===== config.mk =====
export PLATFORM = sky130hd
export DESIGN_NAME = cmwc_ctrl
export DESIGN_NICKNAME = d
export VERILOG_FILES = /design/src/design/cmwc_pkg.sv /design/src/design/cmwc_ctrl.sv
export SDC_FILE = /design/constraint.sdc
export NUM_CORES = 1
export LEC_CHECK = 0
export BUFFER_PORTS_ARGS = -buffer_cell sky130_fd_sc_hd__buf_2
export CORE_AREA = 2 2 39 41
export DETAILED_ROUTE_END_ITERATION = 10
export DIE_AREA = 0 0 41 43
export PLACE_DENSITY = 0.47
export SLEW_MARGIN = 40
export SYNTH_ARGS = -nofsm -noshare
export SYNTH_HDL_FRONTEND = slang
export SYNTH_SLANG_ARGS = --single-unit

===== constraint.sdc =====
create_clock -name clk -period 1.1 [get_ports clk]
set_input_delay 0.22 -clock clk [delete_from_list [all_inputs] [get_ports clk]]
set_output_delay 0.22 -clock clk [all_outputs]
set_load 0.05 [all_outputs]

===== src/design/cmwc_pkg.sv =====
`timescale 1ns / 1ps
`default_nettype none

package cmwc_pkg;

    localparam int unsigned TABLE_DEPTH_DEF = 4096;
    localparam int unsigned WORD_W          = 32;
    localparam int unsigned CARRY_W         = 19;
    localparam int unsigned MULT_W          = 15;
    localparam int unsigned PROD_W          = WORD_W + MULT_W;
    localparam int unsigned SUM_W           = PROD_W + 1;

    localparam logic [WORD_W-1:0]  GOLDEN_STEP = 32'h9e37_79b9;
    localparam logic [MULT_W-1:0]  CMWC_MULT   = 15'd18782;
    localparam logic [WORD_W-1:0]  CMWC_BASE   = 32'hffff_fffe;
    localparam logic [CARRY_W-1:0] CARRY_RESET = 19'd362436;

    localparam logic ACTION_SEED = 1'b0;
    localparam logic ACTION_DRAW = 1'b1;

    typedef enum logic [2:0] {
        S_IDLE,
        S_SEED,
        S_MUL,
        S_ADD,
        S_WB
    } cmwc_state_t;

    typedef struct packed {
        logic accept_seed;
        logic accept_draw;
        logic seed_step;
        logic mul_step;
        logic add_step;
        logic wb_step;
    } cmwc_cmd_t;

    typedef struct packed {
        logic sweep_last;
        logic out_free;
    } cmwc_status_t;

endpackage

`default_nettype wire


===== src/design/cmwc_ctrl.sv =====
`timescale 1ns / 1ps
`default_nettype none

module cmwc_ctrl
    import cmwc_pkg::*;
(
    input  wire logic         clk,
    input  wire logic         rst_n,
    input  wire logic         req_valid,
    input  wire logic         req_action,
    input  wire cmwc_status_t status,
    output logic              req_ready,
    output cmwc_cmd_t         cmd
);

    cmwc_state_t state_reg;
    cmwc_state_t state_next;

    always_ff @(posedge clk or negedge rst_n)
    begin
        if (!rst_n)
        begin
            state_reg <= S_IDLE;
        end
        else
        begin
            state_reg <= state_next;
        end
    end

    always_comb
    begin
        state_next = state_reg;
        unique case (state_reg)
            S_IDLE:
            begin
                if (req_valid)
                begin
                    state_next = (req_action == ACTION_DRAW) ? S_MUL : S_SEED;
                end
            end
            S_SEED:
            begin
                if (status.sweep_last)
                begin
                    state_next = S_IDLE;
                end
            end
            S_MUL:
            begin
                state_next = S_ADD;
            end
            S_ADD:
            begin
                state_next = S_WB;
            end
            S_WB:
            begin
                if (status.out_free)
                begin
                    state_next = S_IDLE;
                end
            end
            default:
            begin
                state_next = S_IDLE;
            end
        endcase
    end

    always_comb
    begin
        req_ready = 1'b0;
        cmd       = '0;
        unique case (state_reg)
            S_IDLE:
            begin
                req_ready       = 1'b1;
                cmd.accept_seed = req_valid && (req_action == ACTION_SEED);
                cmd.accept_draw = req_valid && (req_action == ACTION_DRAW);
            end
            S_SEED:
            begin
                cmd.seed_step = 1'b1;
            end
            S_MUL:
            begin
                cmd.mul_step = 1'b1;
            end
            S_ADD:
            begin
                cmd.add_step = 1'b1;
            end
            S_WB:
            begin
                cmd.wb_step = status.out_free;
            end
            default:
            begin
                req_ready = 1'b0;
            end
        endcase
    end

endmodule

`default_nettype wire


Word level (Yosys, flattened, before mapping). Cells that the tools add are included.

Register bits: 3. Output and inout port bits: 7. Input bits: 6. Logic and storage cells: 24.

Bitwise gates (word level): 1. Reduce and logical (&&, ||, !) cells: 4. Equal/unequal tests: 7. Multiplexer cells: 11.

Operators with widths (number): one-hot mux 3 bit (5 select lines) (1); two-way mux 3 bit (3); == test 3 x 2 -> 1 bit (second input constant) (2); inequality test 2 bit (second input constant) (3); two-way mux 1 bit (5); two-way mux 2 bit (2); == test 3 x 1 -> 1 bit (second input constant) (1); == test 3 bit (second input constant) (1); zero test 3 bit (1); AND reduction 3 bit (1); logical AND 1 bit (2); inverter 1 bit (1).

Depth between registers and ports, before layout. Gate-level depths: netlist (run 1).

Word-level depth: 3. Gate-level depth with buffers: 3. Mapped depth without buffers: 2.

Worst setup path after synthesis (run 1). OpenSTA, ideal clock, no wires.

Path kind: reg2out. Start point: reg state_reg[2]. End point: out cmd[5] in the netlist's numbering. Stages on the path, launching flop included: 3. Path slack: -1152 ps. Arrival time: 2032 ps. Required time: 880 ps. Path through: dfrtp_1 > buf_6 > nor4_1.

RTL lines: start, declared (line cmwc_ctrl.sv:16) `cmwc_state_t state_reg;`; start signal, assigned (line cmwc_ctrl.sv:27) `state_reg <= state_next;`; end, declared (line cmwc_ctrl.sv:13) `output cmwc_cmd_t cmd`.

==> impl_metrics.ini, run 1 <==
[placement]
hpwl_um = 429
gp_congestion = 0.662
port_buffers = 12

[clocking]
clock_sinks = 3
cts_buffers = 3
cts_buffer_depth = 2
clk_pin_slew_worst_paths_ps = 40
htree_levels = 1
cts_tree = done
clockRootBuffer = clkbuf_4
clk-insertion-delay-late_ps = 230

[power]
seq_power_share = 0.186
peakVddDrop_mv = 1.64
combPwrFrac = 0.707
p_switching_mw = 0.823
p_per_area_mw_per_mm2 = 3620
switching_share = 0.471
leakage_nw = 0.221
intPower_mw = 0.924
clkPwrFrac = 0.107
total_power_mw = 1.75

[timing]
layout_setup_ws_ps = -353
clock.fmax_mhz = 688
drv_slew = 0
timing.hold.ws_ps = 265
fin_crit_ps = 1450
rsz0062_at_grt = true
setup_tns_ps = -2180
finalCritPeriodShare = 1.32
worst_slew_pin_slew_ps = 213
setup_viol = 8
max-slew-margin-rel = 0.857
hold_viol = 0
final.setup_skew_ps = 1.22

[worst_hold_path]
holdPathEnd = state_reg[0]$_DFFE_PN0P_
holdCritPathClass = input port to register
holdPathStages = 3
hp-start = status[1]

[synthesis]
synthCells = 19
synth-seq-cells = 3
synth_area_um2 = 188
yosysMostFrequentCell = dfrtp_1
yosys_warnings = 0
synth_edf_count = 0
synth.area.top_cells = dfrtp_1 40%, nor3b_1 8.0%, buf_6 6.0%
synth.distinct_cells = 16
synth-async-reset-ratio = 1.00
ys_seq_area_frac = 0.400
syn-num-nets = 25
yosys_most_used_dff = dfrtp_1
syn_area_per_cell_um2 = 9.88
synthDominantCellAreaShare = 0.400
synth.top_cells.by_count = 3 x dfrtp_1, 2 x nor3b_1
synth_area_leader_cell = dfrtp_1

[floorplanning]
io-pin-count = 13
dieArea_mm2 = 0.00176
core_area_mm2 = 0.00138
die_x_um = 41
start_util = 0.136
rows = 14
die_h_um = 43

[grt]
grt_start_max_net_pins = 9
grt_pass1_wl_um = 993
groute.usage.overall = 0.0884
antenna_found_initial = 0
grt_pass1_vias = 234
grt.overflow.total = 0

[worst_setup_path]
critPathRequiredTime_ps = 880
crit_arrival_ps = 1230
reg2reg_from = state_reg[0]$_DFFE_PN0P_
start_kind = register
r2r_cells = 3
rr_endpoint = state_reg[2]$_DFFE_PN0P_
endpoint_kind = output pin
path_max_fanout = 7
regToRegSetupSlack_ps = 0
path_class = register to output pin

[detailed_routing]
drc_errors = 0
drt_iter0_drc = 0
vias = 254
wl_per_cell_um = 11.0
wirelength_um = 668
ant_nets = 0
viasPerCell = 4.16
drtPass1Iterations = 1

[status]
violations = setup timing
outcome = finished, violations left

[finish]
final_nets = 52
antennaDiodeCount = 0
largest_reg_flops = 3
synthToLayoutAreaGrowth_pct = 157
drive_gt1_frac = 0.822
utilization = 0.349

[job]
cap_viol_max_count = 0
## per-layer routing
layer	vias up	GRT usage	part of all wire
li1	123	-	-
met4	0	0.0600	0
met3	0	0.0419	0.10
met2	13	0.113	0.50
met5	-	0	0
met1	118	0.113	0.40
## cell usage in the layout (no fill, tap or decap)
cell type      synthesis  layout
a211oi_2               0       1
a21oi_1                1       1
a31o_1                 1       1
and3_4                 0       2
and3b_2                0       1
buf_2                  0       5
buf_4                  0       9
buf_6                  1       4
buf_8                  0       4
clkbuf_1               0       1
clkbuf_4               0       3
dfrtp_2                0       3
dlygate4sd3_1          0       1
inv_1                  1       1
nand2b_1               1       1
nor2_2                 0       1
nor3_1                 1       1
nor3_4                 0       1
nor3b_2                0       2
nor4_4                 0       1
o21a_1                 1       1
## worst max path at each step
stage | startpoint | end | cells after the start
final | state_reg[1]$_DFFE_PN0P_ | cmd[4] | 3
after global routing | state_reg[1]$_DFFE_PN0P_ | cmd[4] | 3
after CTS | state_reg[1]$_DFFE_PN0P_ | cmd[5] | 3
after detailed placement | state_reg[2]$_DFFE_PN0P_ | cmd[4] | 3
after global placement | state_reg[2]$_DFFE_PN0P_ | cmd[5] | 2
after floorplan | state_reg[1]$_DFFE_PN0P_ | cmd[4] | 2
## power by group through the flow
stage	Clock [mW]	Combinational, mW	Sequential, mW
6_report	0.187	1.23	0.325
5_1_grt	0.209	1.30	0.343
4_1_cts	0.198	1.16	0.322
3_5_place_dp	0	0.846	0.333
3_3_place_gp	0	0.849	0.331
2_1_floorplan	0	0.675	0.273
## stage by stage
stage	cell area (um^2)	std cells	setup WS, ps
final	483	61	-353
after global routing	483	61	-414
after CTS	457	60	-379
after detailed placement	345	52	-240
after global placement	345	52	-234
after floorplan	231	19	-482
## critical path, stage by stage, from the launching register on
cell	delay [ps]
dfrtp_2	450
nor3_4	210
and3_4	200
buf_8	140
## what timing repair did
action / 4_1_cts / 5_1_grt
setup buffers: 3 / 1
hold buffers: 1 / 0
resized for setup: 17 / 5
pin swaps: 1 / 2
cloned: 0 / 0
endpoints found under the hold margin: 3 / 0
setup endpoints to repair: 8 / 8
## logic make-up after synthesis
kind of cell    synth area share
compound gates             0.153
buf+inv                   0.0800
flops                      0.400
simple gates               0.367
## final cells by class
| class | instances | area [um^2] |
|---|---|---|
| Clock buffer | 4 | 26.3 |
| Fill cell | 147 | 901 |
| Inverter | 1 | 3.75 |
| Multi-Input combinational cell | 14 | 146 |
| Sequential cell | 3 | 78.8 |
| Tap cell | 16 | 20.0 |
| Timing Repair Buffer | 23 | 208 |
Power figures use the tool's default switching activity.
==> run 2, diff against run 1 <==
Settings changed: REMOVE_ABC_BUFFERS set to 1.
Clock period 1.1 ns to 1.4 ns, I/O delays scaled along.
==> run 2 against run 1 <==
Against the previous run: the flow still finishes with violations (setup timing); count of clock-buffer cells in the layout stayed put; hold slack better by 28 ps; die area stayed put; first-iteration DRC count is 4 higher; utilization is 7.8 points lower; critical endpoint unchanged; largest cell class unchanged; highest routed layer is now met4.
==> impl_metrics.ini, run 2 (same netlist as run 1, synthesis figures left out) <==
[detailed_routing]
vias = 221
topRoutingLayerUsed = met4
wl_per_cell_um = 9.80
wl_met3_um = 85
viasPerCell = 4.02
ant_nets = 0
drtPass1Iterations = 2
drc_errors = 0
route.met2.wl_um = 179
wirelength_um = 539
drt-met1-wl_um = 250
drt_iter0_drc = 4

[floorplanning]
rows = 14
core_area_mm2 = 0.00138
io-pin-count = 13
dieArea_mm2 = 0.00176
start_util = 0.136
die_x_um = 41
die_h_um = 43

[power]
switching_share = 0.512
p_switching_mw = 0.561
p_per_area_mw_per_mm2 = 2920
clkPwrFrac = 0.143
intPower_mw = 0.535
seq_power_share = 0.213
peakVddDrop_mv = 1.26
leakage_nw = 0.181
combPwrFrac = 0.644

[worst_setup_path]
crit_chain = nor3_2 > and3_1 > buf_6
path_class = register to output pin
cp_num_buf_inv = 1
cpLargestDelayFamily = flip-flops
path_max_fanout = 8
endpoint_kind = output pin
crit_arrival_ps = 1230
critPathRequiredTime_ps = 1120
slowest_stage = dfrtp_2
slowest_delay_ps = 460
start_kind = register

[clocking]
cts_tree = done
cts_buffers = 3
clk_pin_slew_worst_paths_ps = 40
clockRootBuffer = clkbuf_4
htree_levels = 1
clock_sinks = 3
cts_buffer_depth = 2
clk-insertion-delay-late_ps = 240

[timing]
rsz0062_at_grt = true
setup_tns_ps = -469
clock.fmax_mhz = 663
setup_viol = 7
final.setup_skew_ps = 4.34
layout_setup_ws_ps = -108
fin_crit_ps = 1510
drv_slew = 0
hold_viol = 0
max-slew-margin-rel = 0.836
finalCritPeriodShare = 1.08
worst_slew_pin_slew_ps = 248

[grt]
grt_start_max_net_pins = 9
antenna_found_initial = 0
grt.overflow.total = 0
groute.usage.overall = 0.0856
grt_pass1_vias = 226
grt_pass1_wl_um = 917

[finish]
final_cell_mix = 6 x buf_2, 6 x buf_4, 3 x clkbuf_4, 3 x buf_6, 3 x dfrtp_2
drive_gt1_frac = 0.718
utilization = 0.271
stdcell_area_um2 = 375
fillers = 156
fin_cells = 55
final_nets = 46
antennaDiodeCount = 0
largest_reg_flops = 3
synthToLayoutAreaGrowth_pct = 100

[placement]
hpwl_um = 349
dp.cells = 48
port_buffers = 12
placed_area_um2 = 272
gp_congestion = 0.659
dp_slack_ps = 60.8

[status]
outcome = finished, violations left
violations = setup timing

[job]
cap_viol_max_count = 0

[worst_hold_path]
holdCritPathClass = input port to register
==> run 2: layout make-up <==
| class | count | area [um^2] | area share |
|---|---|---|---|
| multi-input cells | 14 | 113 | 0.300 |
| clock buffers | 4 | 26.3 | 0.0700 |
| inverters | 1 | 3.75 | 0.0100 |
| well taps | 16 | 20.0 | 0.0533 |
| flip-flops and latches | 3 | 78.8 | 0.210 |
| repair buffers | 17 | 134 | 0.357 |
==> run 2: path summary, 6_finish.rpt <==
check,from,end,slack (ps),depth (start not counted)
min reg2reg,state_reg[1]$_DFFE_PN0P_,state_reg[0]$_DFFE_PN0P_,640,2
max in group asynchronous,rst_n,state_reg[1]$_DFFE_PN0P_,920,2
min in group asynchronous,rst_n,state_reg[2]$_DFFE_PN0P_,360,2
max,state_reg[2]$_DFFE_PN0P_,cmd[4],-110,3
max reg2reg,state_reg[2]$_DFFE_PN0P_,state_reg[2]$_DFFE_PN0P_,400,2
min,status[1],state_reg[0]$_DFFE_PN0P_,290,3
==> run 2: routing by layer <==
layer | up-vias | GRT usage
met2 | 15 | 0.0813
met1 | 91 | 0.110
met4 | 0 | 0.0800
li1 | 110 | -
met5 | - | 0
met3 | 5 | 0.0681
==> run 2: timing repair <==
| action | in CTS | in global routing |
|---|---|---|
| setup endpoints to repair | 7 | 7 |
| endpoints found under the hold margin | 3 | 0 |
| hold buffers | 1 | 0 |
| buffers inserted | 1 | 1 |
| pin swaps | 3 | 2 |
| resized for setup | 15 | 3 |
==> run 2: power by group through the flow <==
stage	Combinational, mW	Sequential [mW]	Clock, mW
after floorplan	0.421	0.196	0
after global placement	0.567	0.218	0
after detailed placement	0.563	0.215	0
after CTS	0.658	0.238	0.163
after global routing	0.749	0.243	0.170
final	0.706	0.233	0.157
==> run 2: worst reg2reg max path: stages (launching register included) <==
cell     delay (ps)
dfrtp_2         440
and3b_2         250
a31o_1          190
==> run 2: metrics by stage <==
step	total power, mW	hold WS (ps)
finish	1.10	294
global route	1.16	322
CTS	1.06	298
detailed placement	0.778	76.8
global placement	0.785	80.1
floorplan	0.618	-15.6
==> run 3, diff against run 2 <==
Settings changed: ABC_AREA set to 1, PLACE_DENSITY 0.47 to 0.5.
==> run 3 against run 2 <==
Against the previous run: the flow still finishes with violations (setup timing); synthesized cell count up 68%; sequential power decreased by 11%; worst setup slack got worse by 17 ps; first-iteration DRC count fell by 25%; final area increased by 22%; count of clock-buffer cells in the layout stayed put; utilization rose by 6.1 points; critical endpoint is now cmd[3]; largest power group unchanged.
==> impl_metrics.ini, run 3 <==
[synthesis]
synth_edf_count = 0
synth.top_cells.by_count = 7 x inv_1, 4 x nand2_1, 3 x dfrtp_1, 3 x nor2_1
synth-async-reset-ratio = 1.00
synth-seq-cells = 3
yosysMostFrequentCell = inv_1
synthDominantCellAreaShare = 0.333
synth.area.top_cells = dfrtp_1 33%, inv_1 12%, nand3_2 8.9%
synthCells = 32
synth.distinct_cells = 15
synth_area_um2 = 225
syn_area_per_cell_um2 = 7.04
ys_seq_area_frac = 0.333
yosys_most_used_dff = dfrtp_1
synth_area_leader_cell = dfrtp_1
yosys_warnings = 0

[worst_setup_path]
crit_arrival_ps = 1250
start_kind = register
slowest_stage = dfrtp_2
slowest_delay_ps = 450
endpoint_kind = output pin
path_class = register to output pin
path_max_fanout = 6
critPathRequiredTime_ps = 1120
crit_chain = buf_4 > nor3_1 > buf_4
cpMostUsedCell = buf_4

[job]
cap_viol_max_count = 0

[floorplanning]
dieArea_mm2 = 0.00176
core_area_mm2 = 0.00138
io-pin-count = 13
rows = 14
die_x_um = 41
start_util = 0.163
die_h_um = 43

[placement]
port_buffers = 12
hpwl_um = 447
gp_congestion = 0.684
placed_area_um2 = 308

[detailed_routing]
drtPass1Iterations = 2
wl_per_cell_um = 9.32
drt_iter0_drc = 3
viasPerCell = 4.13
ant_nets = 0
wirelength_um = 671
vias = 297
drc_errors = 0

[grt]
grt_start_max_net_pins = 8
grt_pass1_wl_um = 1150
grt_pass1_vias = 295
antenna_found_initial = 0
groute.usage.overall = 0.102
grt.overflow.total = 0

[finish]
final_common_cell = buf_4
stdcell_area_um2 = 459
synthToLayoutAreaGrowth_pct = 104
fillers = 158
final_cell_mix = 10 x buf_4, 7 x inv_1, 6 x buf_2, 4 x nand2_1, 4 x buf_6
final_nets = 63
antennaDiodeCount = 0
drive_gt1_frac = 0.625
largest_reg_flops = 3

[timing]
hold_viol = 0
fin_crit_ps = 1530
rsz0062_at_grt = true
layout_setup_ws_ps = -125
setup_tns_ps = -570
worst_slew_pin_slew_ps = 246
finalCritPeriodShare = 1.09
final.setup_skew_ps = 3.52
drv_slew = 0
timing.hold.ws_ps = 369
clock.fmax_mhz = 656
max-slew-margin-rel = 0.837
setup_viol = 6

[clocking]
clk_pin_slew_worst_paths_ps = 40
cts_buffer_depth = 2
clockRootBuffer = clkbuf_4
clock_sinks = 3
htree_levels = 1
cts_tree = done
clk-insertion-delay-late_ps = 230
cts_buffers = 3

[worst_hold_path]
holdCritPathClass = input port to async pin

[power]
leakage_nw = 0.239
total_power_mw = 1.15
peakVddDrop_mv = 0.668
p_per_area_mw_per_mm2 = 2500

[status]
outcome = finished, violations left
violations = setup timing
run 3: logic make-up after synthesis:
logic type | Yosys count | synth area share
AOI/OAI and AO/OA | 3 | 0.0888
and+or+nand+nor | 17 | 0.422
buffers and inverters | 9 | 0.156
DFF | 3 | 0.333
run 3: what timing repair did:
| item | CTS | global route |
|---|---|---|
| buffers inserted | 4 | 3 |
| setup endpoints to repair | 7 | 7 |
| hold buffers | 1 | 0 |
| hold endpoints to repair | 3 | 0 |
| gates cloned | 0 | 0 |
| pin swaps | 2 | 3 |
| resized for setup | 14 | 5 |
run 3: worst max-delay path: cells and delay by family (launching register included):
kind	cells	cell delay, ps
buffers and inverters	2	390
flip-flops	1	450
AND/OR/NAND/NOR	1	170
run 3: worst paths after layout:
path	start	to	slack, ps	cells after the start
setup / recovery	state_reg[1]$_DFFE_PN0P_	cmd[3]	-130	3
setup reg to reg	state_reg[0]$_DFFE_PN0P_	state_reg[0]$_DFFE_PN0P_	300	5
max in group asynchronous	rst_n	state_reg[2]$_DFFE_PN0P_	910	2
hold / removal	rst_n	state_reg[0]$_DFFE_PN0P_	370	2
hold reg to reg	state_reg[0]$_DFFE_PN0P_	state_reg[2]$_DFFE_PN0P_	650	2
min in group clk	status[0]	state_reg[2]$_DFFE_PN0P_	370	4
run 3: power breakdown:
| group | total [mW] | internal (mW) | switching (mW) |
|---|---|---|---|
| Combinational | 0.792 | 0.313 | 0.478 |
| Sequential | 0.207 | 0.130 | 0.0765 |
| Clock | 0.151 | 0.107 | 0.0444 |
run 3: cell type report:
| type | count | area [um^2] | share of cell area |
|---|---|---|---|
| repair buffers | 21 | 160 | 0.349 |
| multi-input cells | 20 | 144 | 0.313 |
| flip-flops and latches | 3 | 78.8 | 0.172 |
| inverters | 8 | 30.0 | 0.0654 |
| clock buffers | 4 | 26.3 | 0.0572 |
| well taps | 16 | 20.0 | 0.0436 |
run 3: through the flow:
stage,cells,worst slack (ps),utilization
2_1_floorplan,31,-883,-
3_3_place_gp,60,40.8,0.222
3_5_place_dp,60,27.6,0.222
4_1_cts,69,-151,0.302
5_1_grt,72,-206,0.332
6_report,72,-125,0.332
run 3: layer usage:
metal	part of all wire	track usage
met4	0	0.0600
met5	0	0
met3	0.051	0.0628
met2	0.50	0.147
met1	0.45	0.107
